==> src/hdl/modular_inverse_ext_euclid_core_defines.svh <==
// Assertion macros shared by the modular inverse core.
// Each macro expands to one labeled concurrent assertion on clk, disabled in reset.
`ifndef MODULAR_INVERSE_EXT_EUCLID_CORE_DEFINES_SVH
`define MODULAR_INVERSE_EXT_EUCLID_CORE_DEFINES_SVH

// Same-cycle implication
`define MIE_ASSERT_IMP(lbl, ante, cons, msg) \
    lbl: assert property (@(posedge clk) disable iff (!rst_n) (ante) |-> (cons)) \
        else $error(msg);

// Next-cycle implication
`define MIE_ASSERT_NXT(lbl, ante, cons, msg) \
    lbl: assert property (@(posedge clk) disable iff (!rst_n) (ante) |=> (cons)) \
        else $error(msg);

`endif

==> src/hdl/mie_pkg.sv <==
`default_nettype none

package mie_pkg;

    // Width of the value, modulus, inverse and gcd ports
    localparam int unsigned OUT_W = 32;

    // Sequencer states
    typedef enum logic [2:0] {
        ST_IDLE,
        ST_REDUCE,
        ST_CHECK,
        ST_DIVIDE,
        ST_FINISH
    } mie_state_t;

    // Status of the shared divide unit
    typedef struct packed {
        logic busy;
        logic done;
    } div_status_t;

endpackage

`default_nettype wire

==> src/hdl/mie_divider.sv <==
`default_nettype none

`include "modular_inverse_ext_euclid_core_defines.svh"

// Restoring divider, one quotient bit per cycle. Alongside the remainder it
// accumulates quotient * mulval in Horner form, so no multiplier is needed.
module mie_divider
    import mie_pkg::*;
#(
    parameter int unsigned WIDTH = 32
) (
    input  wire logic             clk,
    input  wire logic             rst_n,
    input  wire logic             start,
    input  wire logic [WIDTH-1:0] dividend,
    input  wire logic [WIDTH-1:0] divisor,
    input  wire logic [WIDTH-1:0] mulval,
    output div_status_t           status,
    output logic      [WIDTH-1:0] remainder,
    output logic      [WIDTH-1:0] product
);

    localparam int unsigned CNT_W = $clog2(WIDTH);

    logic             busy_reg, busy_next;
    logic             done_reg, done_next;
    logic [CNT_W-1:0] count_reg, count_next;
    logic [WIDTH-1:0] rem_reg, rem_next;
    logic [WIDTH-1:0] dvd_reg, dvd_next;
    logic [WIDTH-1:0] den_reg, den_next;
    logic [WIDTH-1:0] mul_reg, mul_next;
    logic [WIDTH-1:0] acc_reg, acc_next;

    logic [WIDTH:0]   shifted;
    logic [WIDTH:0]   diff;
    logic             ge;

    // One restoring step: shift in the next dividend bit, compare, subtract
    always_comb
    begin
        shifted = {rem_reg, dvd_reg[WIDTH-1]};
        diff    = shifted - {1'b0, den_reg};
        ge      = (shifted >= {1'b0, den_reg});
    end

    // Step control and datapath
    always_comb
    begin
        busy_next  = busy_reg;
        done_next  = 1'b0;
        count_next = count_reg;
        rem_next   = rem_reg;
        dvd_next   = dvd_reg;
        den_next   = den_reg;
        mul_next   = mul_reg;
        acc_next   = acc_reg;
        if (start)
        begin
            busy_next  = 1'b1;
            count_next = '0;
            rem_next   = '0;
            dvd_next   = dividend;
            den_next   = divisor;
            mul_next   = mulval;
            acc_next   = '0;
        end
        else if (busy_reg)
        begin
            rem_next   = ge ? diff[WIDTH-1:0] : shifted[WIDTH-1:0];
            dvd_next   = {dvd_reg[WIDTH-2:0], 1'b0};
            acc_next   = {acc_reg[WIDTH-2:0], 1'b0} + (ge ? mul_reg : '0);
            count_next = count_reg + CNT_W'(1);
            if (count_reg == CNT_W'(WIDTH - 1))
            begin
                busy_next = 1'b0;
                done_next = 1'b1;
            end
        end
    end

    // Control registers
    always_ff @(posedge clk or negedge rst_n)
    begin
        if (!rst_n)
        begin
            busy_reg  <= 1'b0;
            done_reg  <= 1'b0;
            count_reg <= '0;
        end
        else
        begin
            busy_reg  <= busy_next;
            done_reg  <= done_next;
            count_reg <= count_next;
        end
    end

    // Datapath registers
    always_ff @(posedge clk)
    begin
        rem_reg <= rem_next;
        dvd_reg <= dvd_next;
        den_reg <= den_next;
        mul_reg <= mul_next;
        acc_reg <= acc_next;
    end

    assign status.busy = busy_reg;
    assign status.done = done_reg;
    assign remainder   = rem_reg;
    assign product     = acc_reg;

    `MIE_ASSERT_IMP(a_no_restart, start, !busy_reg, "divider started while busy")
    `MIE_ASSERT_NXT(a_start_busy, start, busy_reg, "divider not busy after start")
    `MIE_ASSERT_IMP(a_done_idle, done_reg, !busy_reg, "divider done while still busy")

endmodule

`default_nettype wire

==> src/hdl/modular_inverse_ext_euclid_core.sv <==
// Modular inverse by the extended Euclidean algorithm.
// Input channel: value and modulus, transferred when in_valid and in_ready are
// both high. in_ready is high only while the sequencer is idle; one item is in
// work at a time.
// Output channel: inverse (0..modulus-1, zero when none exists), common_divisor
// and has_inverse, transferred when out_valid and out_ready are both high.
// The initial value % modulus and every Euclid round each run one pass of the
// shared bit-serial divider and then return to the check state. A zero modulus
// skips the divider and goes straight from idle to the finish state.
// in_ready returns as the result is loaded, in the same cycle that out_valid
// rises, so with the receiver keeping up the next item can transfer while the
// result is still offered.
// A finished result sits in the output register; if the receiver stalls, the
// next result waits in the finish state and no new item is taken until the
// output register frees up.
// Reset (rst_n, asynchronous, active low) returns the sequencer to idle and
// drops out_valid; nothing else needs clearing.
`default_nettype none

`include "modular_inverse_ext_euclid_core_defines.svh"

module modular_inverse_ext_euclid_core
    import mie_pkg::*;
#(
    parameter int unsigned WIDTH = 32
) (
    input  wire logic             clk,
    input  wire logic             rst_n,
    input  wire logic             in_valid,
    output logic                  in_ready,
    input  wire logic [OUT_W-1:0] value,
    input  wire logic [OUT_W-1:0] modulus,
    output logic                  out_valid,
    input  wire logic             out_ready,
    output logic      [OUT_W-1:0] inverse,
    output logic      [OUT_W-1:0] common_divisor,
    output logic                  has_inverse
);

    mie_state_t       state_reg, state_next;

    logic [WIDTH-1:0] a_in, m_in;
    logic [WIDTH-1:0] r0_reg, r0_next;
    logic [WIDTH-1:0] r1_reg, r1_next;
    logic [WIDTH-1:0] u0_reg, u0_next;
    logic [WIDTH-1:0] u1_reg, u1_next;
    logic [WIDTH-1:0] mod_reg, mod_next;
    logic             odd_reg, odd_next;
    logic             zmod_reg, zmod_next;

    logic             out_valid_reg, out_valid_next;
    logic [OUT_W-1:0] inverse_reg, inverse_next;
    logic [OUT_W-1:0] gcd_reg, gcd_next;
    logic             has_inv_reg, has_inv_next;

    logic             in_xfer, out_free, load_out;
    logic             div_start;
    logic [WIDTH-1:0] div_dividend, div_divisor, div_mulval;
    div_status_t      div_status;
    logic [WIDTH-1:0] div_rem, div_prod;

    logic             ok;
    logic [WIDTH-1:0] mag, inv_w;

    assign a_in     = WIDTH'(value);
    assign m_in     = WIDTH'(modulus);
    assign in_ready = (state_reg == ST_IDLE);
    assign in_xfer  = in_valid && in_ready;
    assign out_free = !out_valid_reg || out_ready;

    // Shared divide unit
    mie_divider #(
        .WIDTH(WIDTH)
    ) u_div (
        .clk      (clk),
        .rst_n    (rst_n),
        .start    (div_start),
        .dividend (div_dividend),
        .divisor  (div_divisor),
        .mulval   (div_mulval),
        .status   (div_status),
        .remainder(div_rem),
        .product  (div_prod)
    );

    // Next state
    always_comb
    begin
        state_next = state_reg;
        case (state_reg)
            ST_IDLE:
            begin
                if (in_xfer)
                    state_next = (m_in == '0) ? ST_FINISH : ST_REDUCE;
            end
            ST_REDUCE:
            begin
                if (div_status.done)
                    state_next = ST_CHECK;
            end
            ST_CHECK:
            begin
                state_next = (r1_reg == '0) ? ST_FINISH : ST_DIVIDE;
            end
            ST_DIVIDE:
            begin
                if (div_status.done)
                    state_next = ST_CHECK;
            end
            ST_FINISH:
            begin
                if (out_free)
                    state_next = ST_IDLE;
            end
            default:
            begin
                state_next = ST_IDLE;
            end
        endcase
    end

    // Sequencer outputs: divider requests and output load
    always_comb
    begin
        div_start    = 1'b0;
        div_dividend = r0_reg;
        div_divisor  = r1_reg;
        div_mulval   = u1_reg;
        load_out     = 1'b0;
        case (state_reg)
            ST_IDLE:
            begin
                // initial reduction value % modulus
                div_start    = in_xfer && (m_in != '0);
                div_dividend = a_in;
                div_divisor  = m_in;
                div_mulval   = '0;
            end
            ST_CHECK:
            begin
                div_start = (r1_reg != '0);
            end
            ST_FINISH:
            begin
                load_out = out_free;
            end
            default:
            begin
                div_start = 1'b0;
            end
        endcase
    end

    // Remainder and coefficient pairs
    always_comb
    begin
        r0_next   = r0_reg;
        r1_next   = r1_reg;
        u0_next   = u0_reg;
        u1_next   = u1_reg;
        mod_next  = mod_reg;
        odd_next  = odd_reg;
        zmod_next = zmod_reg;
        case (state_reg)
            ST_IDLE:
            begin
                if (in_xfer)
                begin
                    // zero modulus reports the value as gcd
                    r0_next   = a_in;
                    u0_next   = '0;
                    mod_next  = m_in;
                    odd_next  = 1'b0;
                    zmod_next = (m_in == '0);
                end
            end
            ST_REDUCE:
            begin
                if (div_status.done)
                begin
                    r0_next = mod_reg;
                    r1_next = div_rem;
                    u0_next = '0;
                    u1_next = WIDTH'(1);
                end
            end
            ST_DIVIDE:
            begin
                // one Euclid round: shift pairs, u2 = u0 + q * u1
                if (div_status.done)
                begin
                    r0_next  = r1_reg;
                    r1_next  = div_rem;
                    u0_next  = u1_reg;
                    u1_next  = u0_reg + div_prod;
                    odd_next = !odd_reg;
                end
            end
            default:
            begin
                r0_next = r0_reg;
            end
        endcase
    end

    // Normalize the coefficient into 0..modulus-1
    always_comb
    begin
        ok    = !zmod_reg && (r0_reg == WIDTH'(1));
        mag   = (u0_reg >= mod_reg) ? (u0_reg - mod_reg) : u0_reg;
        inv_w = '0;
        if (ok)
        begin
            if (odd_reg)
                inv_w = mag;
            else if (mag != '0)
                inv_w = mod_reg - mag;
        end
    end

    // Output register
    always_comb
    begin
        out_valid_next = out_valid_reg;
        inverse_next   = inverse_reg;
        gcd_next       = gcd_reg;
        has_inv_next   = has_inv_reg;
        if (out_valid_reg && out_ready)
            out_valid_next = 1'b0;
        if (load_out)
        begin
            out_valid_next = 1'b1;
            inverse_next   = OUT_W'(inv_w);
            gcd_next       = OUT_W'(r0_reg);
            has_inv_next   = ok;
        end
    end

    // Control registers
    always_ff @(posedge clk or negedge rst_n)
    begin
        if (!rst_n)
        begin
            state_reg     <= ST_IDLE;
            out_valid_reg <= 1'b0;
        end
        else
        begin
            state_reg     <= state_next;
            out_valid_reg <= out_valid_next;
        end
    end

    // Datapath registers
    always_ff @(posedge clk)
    begin
        r0_reg      <= r0_next;
        r1_reg      <= r1_next;
        u0_reg      <= u0_next;
        u1_reg      <= u1_next;
        mod_reg     <= mod_next;
        odd_reg     <= odd_next;
        zmod_reg    <= zmod_next;
        inverse_reg <= inverse_next;
        gcd_reg     <= gcd_next;
        has_inv_reg <= has_inv_next;
    end

    assign out_valid      = out_valid_reg;
    assign inverse        = inverse_reg;
    assign common_divisor = gcd_reg;
    assign has_inverse    = has_inv_reg;

    `MIE_ASSERT_IMP(a_idle_div_free, in_ready, !div_status.busy, "divider busy while idle")
    `MIE_ASSERT_IMP(a_inv_gcd_one, out_valid_reg && has_inv_reg,
                    gcd_reg == OUT_W'(1), "inverse flagged with gcd not one")
    `MIE_ASSERT_IMP(a_inv_zero_none, out_valid_reg && !has_inv_reg,
                    inverse_reg == '0, "nonzero inverse without flag")
    `MIE_ASSERT_NXT(a_done_in_wait, div_status.done,
                    state_reg == ST_CHECK, "divider result not consumed")

endmodule

`default_nettype wire
==> config.mk <==
export PLATFORM = sky130hd
export DESIGN_NAME = modular_inverse_ext_euclid_core
export DESIGN_NICKNAME = d
export VERILOG_FILES = /design/src/hdl/mie_pkg.sv /design/src/hdl/mie_divider.sv /design/src/hdl/modular_inverse_ext_euclid_core.sv
export VERILOG_INCLUDE_DIRS = /design/src /design/src/hdl
export SDC_FILE = /design/constraint.sdc
export NUM_CORES = 1
export LEC_CHECK = 0
export BUFFER_PORTS_ARGS = -buffer_cell sky130_fd_sc_hd__buf_4
export CAP_MARGIN = 25
export CORE_MARGIN = 1
export CORE_UTILIZATION = 62
export DETAILED_ROUTE_END_ITERATION = 16
export GPL_TIMING_DRIVEN = 0
export PLACE_DENSITY = 0.79
export SLEW_MARGIN = 20
export SYNTH_ARGS = -nofsm -noshare
export SYNTH_HDL_FRONTEND = slang
export SYNTH_SLANG_ARGS = --single-unit
==> constraint.sdc <==
create_clock -name clk -period 9.9 [get_ports clk]
set_clock_uncertainty 0.1 [all_clocks]
set_input_delay 0.99 -clock clk [delete_from_list [all_inputs] [get_ports clk]]
set_output_delay 0.99 -clock clk [all_outputs]
set_load 0.05 [all_outputs]
# Yosys cells after proc, flatten, opt, wreduce, memory -nomap -nowiden
# Index checks and enable logic that the tools add are counted.
# op_classes
addsub	6
n_eq_ne	11
n_reduce_logical	26
order_cmp	2
n_mux	41
# ops
op	n
32-bit 2-to-1 mux	17
32-bit one-hot mux with 3 select lines	2
32-bit nonzero test	3
32-bit subtractor	3
32-bit adder	2
32-bit logical NOT	2
32-bit one-hot mux with 2 select lines	1
33-bit by 32-bit greater-or-equal comparator with 1-bit output	1
32-bit by 1-bit equality test with 1-bit output, second input constant	1
32-bit greater-or-equal comparator	1
3-bit 2-to-1 mux	5
3-bit one-hot mux with 4 select lines	1
1-bit 2-to-1 mux	11
5-bit 2-to-1 mux	2
3-bit AND reduction	3
2-bit by 1-bit != test with 1-bit output, second input constant	4
2-bit nonzero test	4
3-bit by 2-bit equality test with 1-bit output, second input constant	2
5-bit by 1-bit adder with 5-bit output, second input constant	1
5-bit equality test, second input constant	1
1-bit logical AND	4
1-bit one-hot mux with 2 select lines	2
2-bit AND reduction	2
4-bit AND reduction	1
other kinds (8)	10
# word_totals
out_inout_bits	67
elab_cells	106
regBits	398
in_bits	68

# Longest topological paths before layout
# depth
word_depth	5
depth_mapped	38
ltp_nobuf	36

# Hierarchy
# A second synthesis with hierarchy kept.
# unflattened
cells_unflattened	2466
area_unflattened_um2	25030.3
# modules_own_cells
module	area_per_inst_um2	instances	cells_per_inst	seq_area_each_um2
modular_inverse_ext_euclid_core	15695.1	1	1569	6916.6
mie_divider	9335.2	1	897	4339.2

# Worst setup path before layout
# OpenSTA, ideal clock, no wires.
# synth_timing
path_kind	register -> register
startpoint	reg u_div.den_reg[1]
endpoint	reg u_div.acc_reg[31] (netlist: u_div.product[31])
stages_incl_launch_ff	39
t_arrival_ns	7.023
t_required_ns	9.709
setup_time_ns	0.091
path_buffers	2
period_less_slack_ns	7.214
slack_ns	2.686
cell_sequence	edfxtp_1 inv_1 ha_1 nor2b_1 o21ai_0 a21oi_1 o21a_1 o21ai_0 a21oi_1 o21ai_0 nand2_1 a21o_1 a21o_1 a31oi_1 o31ai_1 a221oi_1 o21a_1 clkbuf_1 (+3 left out) fa_1 a21o_1 a21oi_1 o21bai_1 a21oi_1 o21bai_1 a21oi_1 o211ai_1 a21oi_1 o31ai_1 nand4_1 nand4_1 nand3_1 nand3_1 o41ai_1 o21ai_0 a21o_1 a311oi_1
# synth_via
elab_chain_len	3
# synth_rtl
element	line	rtl
from (decl)	mie_divider.sv:30	logic [WIDTH-1:0] den_reg, den_next;
from (signal assigned)	mie_divider.sv:103	den_reg <= den_next;
33-bit by 32-bit greater-or-equal comparator with 1-bit output	mie_divider.sv:43	ge = (shifted >= {1'b0, den_reg});
32-bit 2-to-1 mux	mie_divider.sv:71	acc_next = {acc_reg[WIDTH-2:0], 1'b0} + (ge ? mul_reg : '0);
32-bit adder	mie_divider.sv:71	
to (signal assigned)	mie_divider.sv:105	acc_reg <= acc_next;
to (decl)	mie_divider.sv:32	logic [WIDTH-1:0] acc_reg, acc_next;
# No other way between the ends.
# A chain may end at the register's enable or synchronous reset.

# Worst setup path in the final report
# layout_timing
startpoint	reg u_div.dvd_reg[31]
endpoint	reg u_div.acc_reg[31] (netlist: u_div.product[31])
# layout_via
elab_chain_len	3
# layout_rtl
element	line	rtl
from (decl)	mie_divider.sv:29	logic [WIDTH-1:0] dvd_reg, dvd_next;
from (signal assigned)	mie_divider.sv:102	dvd_reg <= dvd_next;
33-bit by 32-bit greater-or-equal comparator with 1-bit output	mie_divider.sv:43	
32-bit 2-to-1 mux	mie_divider.sv:71	
32-bit adder	mie_divider.sv:71	
# No other way between the ends.

==> results_tabular.tex <==
\begin{tabular}{lr}
\hline
Metric & Value \\
\hline
\multicolumn{2}{l}{\textbf{Worst setup path}} \\
Element type at the critical path end & flip-flop \\
Startpoint kind of the worst setup timing path & flip-flop \\
R2R setup slack & about 0.86 ns \\
Most Frequent Cell on Critical Path & a21oi\_1 \\
FF-to-FF End & u\_div.product[31] \\
Slowest cell on the critical path & edfxtp\_1 \\
CP max stage delay & 0.52 ns \\
Worst Setup Path Type & flip-flop to flip-flop \\
Worst R2R Path Depth & 38 \\
CP max FO & 10 \\
CP required & about 10 ns \\
Worst reg2reg startpoint & u\_div.dvd\_reg[31] \\
Critical Path AT & 9.43 ns \\
\multicolumn{2}{l}{\textbf{Floorplanning}} \\
Die Wd & 202 um \\
Area of the core & 0.0390 mm\^{}2 \\
Initial cell density of the core & between 60\% and 70\% \\
Die Y & just over 200 um \\
Number of top-level design ports & 135 \\
Area enclosed by the die boundary & 0.0406 mm\^{}2 \\
Standard-cell rows & 72 \\
\multicolumn{2}{l}{\textbf{Yosys}} \\
Number of warnings reported in the yosys synthesis log & 0 \\
Average instance area after synthesis & roughly 10 um\^{}2 \\
Synth Cell Area & about 0.025 mm\^{}2 \\
Flip-flop cell with the highest count after synthesis & edfxtp\_1 \\
Async SR Flop Fraction & 2.76\% \\
Yosys cell types & 91 \\
Nets in the synthesized netlist & 2671 \\
Number of synthesized flops with an enable pin & 323 \\
Register area share after synthesis & 45.6\% \\
Synth Instances & roughly 2500 \\
Number of flip-flops and latches in the synthesized netlist & 398 \\
\multicolumn{2}{l}{\textbf{Placed design}} \\
Worst-case setup slack after placement & 0.940 ns \\
Number of port buffers & 134 \\
Placer's final routability congestion estimate & 0.998 \\
Hpwl dp & 56100 um \\
\multicolumn{2}{l}{\textbf{CTS}} \\
Number of H-tree levels & 2 \\
Clock tree from TritonCTS & yes \\
CTS buffer count & 43 \\
Source-to-sink clock delay at the later pin of the worst-skew pair & 0.60 ns \\
Clock-pin slew reported for the worst setup and hold paths after clock tree synthesis & $\sim$0.06 ns \\
Buffer levels on the longest clock path & 3 \\
CTS Root Cell & clkbuf\_16 \\
Clk sink count & 398 \\
\multicolumn{2}{l}{\textbf{Drt}} \\
Post-DR wirelength/cell & 23.2 um \\
Detailed Route Iter0 Violations & 2798 \\
Mean number of vias per cell & 6.48 \\
Count of unresolved DRC violations after routing & 0 \\
Via count & 20700 \\
Detailed Routing Iterations Pass 1 & 6 \\
Total Wirelength & 74300 um \\
Number of antenna-violating nets in the routed design & 0 \\
\multicolumn{2}{l}{\textbf{STA}} \\
Final critical-path required period & 9.04 ns \\
Slew of the pin with the lowest slew margin & around 1.1 ns \\
Total negative slack & 0 ns \\
Smallest setup slack after layout & roughly 0.86 ns \\
Worst-case headroom to the max-slew limit & between 20\% and 30\% \\
Final clock period utilization by the worst path & 91.3\% \\
Setup violations, final & 0 \\
Highest clock frequency the design can meet & around 110 MHz \\
Final hold vios & 0 \\
RSZ-0062 raised after global routing & no \\
Number of pins exceeding their max-slew limit in the final report & 0 \\
\multicolumn{2}{l}{\textbf{Pwr}} \\
Worst IR Drop VDD & 0.000267 V \\
Power density over the cells & 267 mW/mm\^{}2 \\
Leak Pwr & 11.0 nW \\
\multicolumn{2}{l}{\textbf{Layout}} \\
Layout cell share with drive strength beyond 1 & 11.1\% \\
Relative area change from synthesis to final layout & 13.6\% \\
Antenna diode instance count & 0 \\
Count of nets after finishing & 2856 \\
\multicolumn{2}{l}{\textbf{GRT}} \\
GR Overflow Total & 0 \\
Via count of the first global-routing pass & 19700 \\
Antenna violations before repair & 1 \\
Global-route wire length before repair & 113000 um \\
Pin count of the biggest net entering global routing & 51 \\
All-layer global routing usage & 36.3\% \\
\multicolumn{2}{l}{\textbf{Job}} \\
Count of max-cap constraint violations & 0 \\
\multicolumn{2}{l}{\textbf{Outcome}} \\
Run status & finished, final reports clean \\
\multicolumn{2}{l}{\textbf{Hold path}} \\
Class of the tightest hold or removal check & primary input to async pin \\
\hline
\end{tabular}
[power breakdown]
part	switching [W]	internal (W)	total, W
Combinational	0.00194	0.00139	0.00332
Clock	0.000708	0.00104	0.00175
Sequential	0.000242	0.00218	0.00242
Total	0.00288	0.00461	0.00749
[layer usage]
layer  share of wire [%]  vias to the layer above  GRT usage, %  wire length, um
met5               0.023                        -             0               17
met4                 3.9                        2          14.0             2930
met3                  10                      168          6.59             7790
met2                  44                     1170          55.3            32500
met1                  42                     9921          51.5            31100
li1                    -                     9479             -                -
[cells by family after synthesis]
family	share of synthesized area, %
flip-flops	45.6
adder cells (fa/ha/maj)	8.23
AND/OR/NAND/NOR	15.1
AO/OA/AOI/OAI	16.4
multiplexers	6.11
XOR/XNOR	4.79
buffers and inverters	3.72
[per-stage QoR]
stage / util (%) / power (W) / hold WS, ns / instances / instance area (um^2)
after global placement: 67.6 / 0.00550 / 0.362 / 3114 / 26400
after CTS: 71.9 / 0.00742 / 0.130 / 3200 / 28000
final: 71.9 / 0.00749 / 0.145 / 3200 / 28000
after floorplan: - / 0.00488 / 0.341 / 2462 / 24700
after detailed placement: 67.9 / 0.00565 / 0.369 / 3120 / 26500
after global routing: 71.9 / 0.00790 / 0.141 / 3200 / 28000
[placed cells by master (no fill, tap or decap), types with 13 or more instances in the layout]
master     instances
o21a_1            22
nor3_1            37
ha_1             136
xnor2_1           93
maj3_1            22
mux2_2            35
nor2_1           257
a21o_1            51
nand4_1           30
a211oi_1          41
a21oi_1          188
o211ai_1          21
inv_1            129
nand3_1           39
or3_1             15
o21bai_1          23
nor4_1            33
buf_4            138
xor2_1            42
a21boi_0          13
mux2i_1          110
and3_1            52
o21ai_0          119
nor2b_1           84
dfxtp_1           64
clkbuf_16         43
o22ai_1           16
edfxtp_1         323
a31oi_1           26
nand2_1          131
nand2b_1          24
clkbuf_1          90
[cell usage after synthesis (6+ instances only)]
cell type	count	area [um^2]
edfxtp_1	323	9700
nor2_1	258	968
a21oi_1	188	941
ha_1	136	1700
inv_1	131	492
nand2_1	131	492
o21ai_0	119	596
mux2i_1	110	1100
xnor2_1	93	815
clkbuf_1	85	319
nor2b_1	84	526
dfxtp_1	64	1280
and3_1	52	325
a21o_1	51	383
xor2_1	42	368
a211oi_1	41	308
nand3_1	39	195
nor3_1	38	190
mux2_2	35	394
nor4_1	33	206
nand4_1	30	188
a31oi_1	26	163
nand2b_1	24	150
o21bai_1	23	173
maj3_1	22	220
o21a_1	22	165
o211ai_1	21	158
o22ai_1	16	100
or3_1	15	93.8
a21boi_0	13	97.6
and2_1	13	81.3
buf_1	11	41.3
dfrtp_1	11	275
o2111ai_1	10	87.6
a22oi_1	8	60.1
buf_2	8	40.0
or2_2	8	50.1
nor3b_1	7	52.6
o31ai_1	7	52.6
o31a_1	6	52.6
[worst max-delay path by stage]
stage          slack (ns)         startpoint                 to  depth (start not counted)
6_report             0.86  u_div.dvd_reg[31]  u_div.product[31]                         38
2_1_floorplan        2.69   u_div.den_reg[1]  u_div.product[31]                         38
4_1_cts              0.74  u_div.dvd_reg[31]  u_div.product[31]                         38
3_3_place_gp         0.98  u_div.dvd_reg[31]  u_div.product[31]                         38
5_1_grt              0.20  u_div.dvd_reg[31]  u_div.product[31]                         38
3_5_place_dp         0.94   u_div.den_reg[1]  u_div.product[31]                         38
[critical path, delay by kind of cell, from the launching register on]
family	cells	cell delay, ns
AND/OR/NAND/NOR	7	0.85
AO/OA/AOI/OAI	25	5.72
buffers and inverters	3	0.89
flip-flops	1	0.52
adder cells (fa/ha/maj)	3	0.87
[area by class of cell]
class	count	area, um^2
Multi-Input combinational cell	1825	12500
Sequential cell	398	11300
Fill cell	2792	11000
Clock buffer	53	1140
Timing Repair Buffer	140	1140
Tap cell	518	648
Inverter	132	495
Buffer	107	428
Clock inverter	27	400
[repair_timing]
| item | 4_1_cts | 5_1_grt |
|---|---|---|
| setup buffers | 0 | 0 |
| hold buffers | 0 | 0 |
| setup endpoints to repair | 0 | 1 |
| resized for setup | 0 | 2 |
Power figures use the tool's default switching activity.
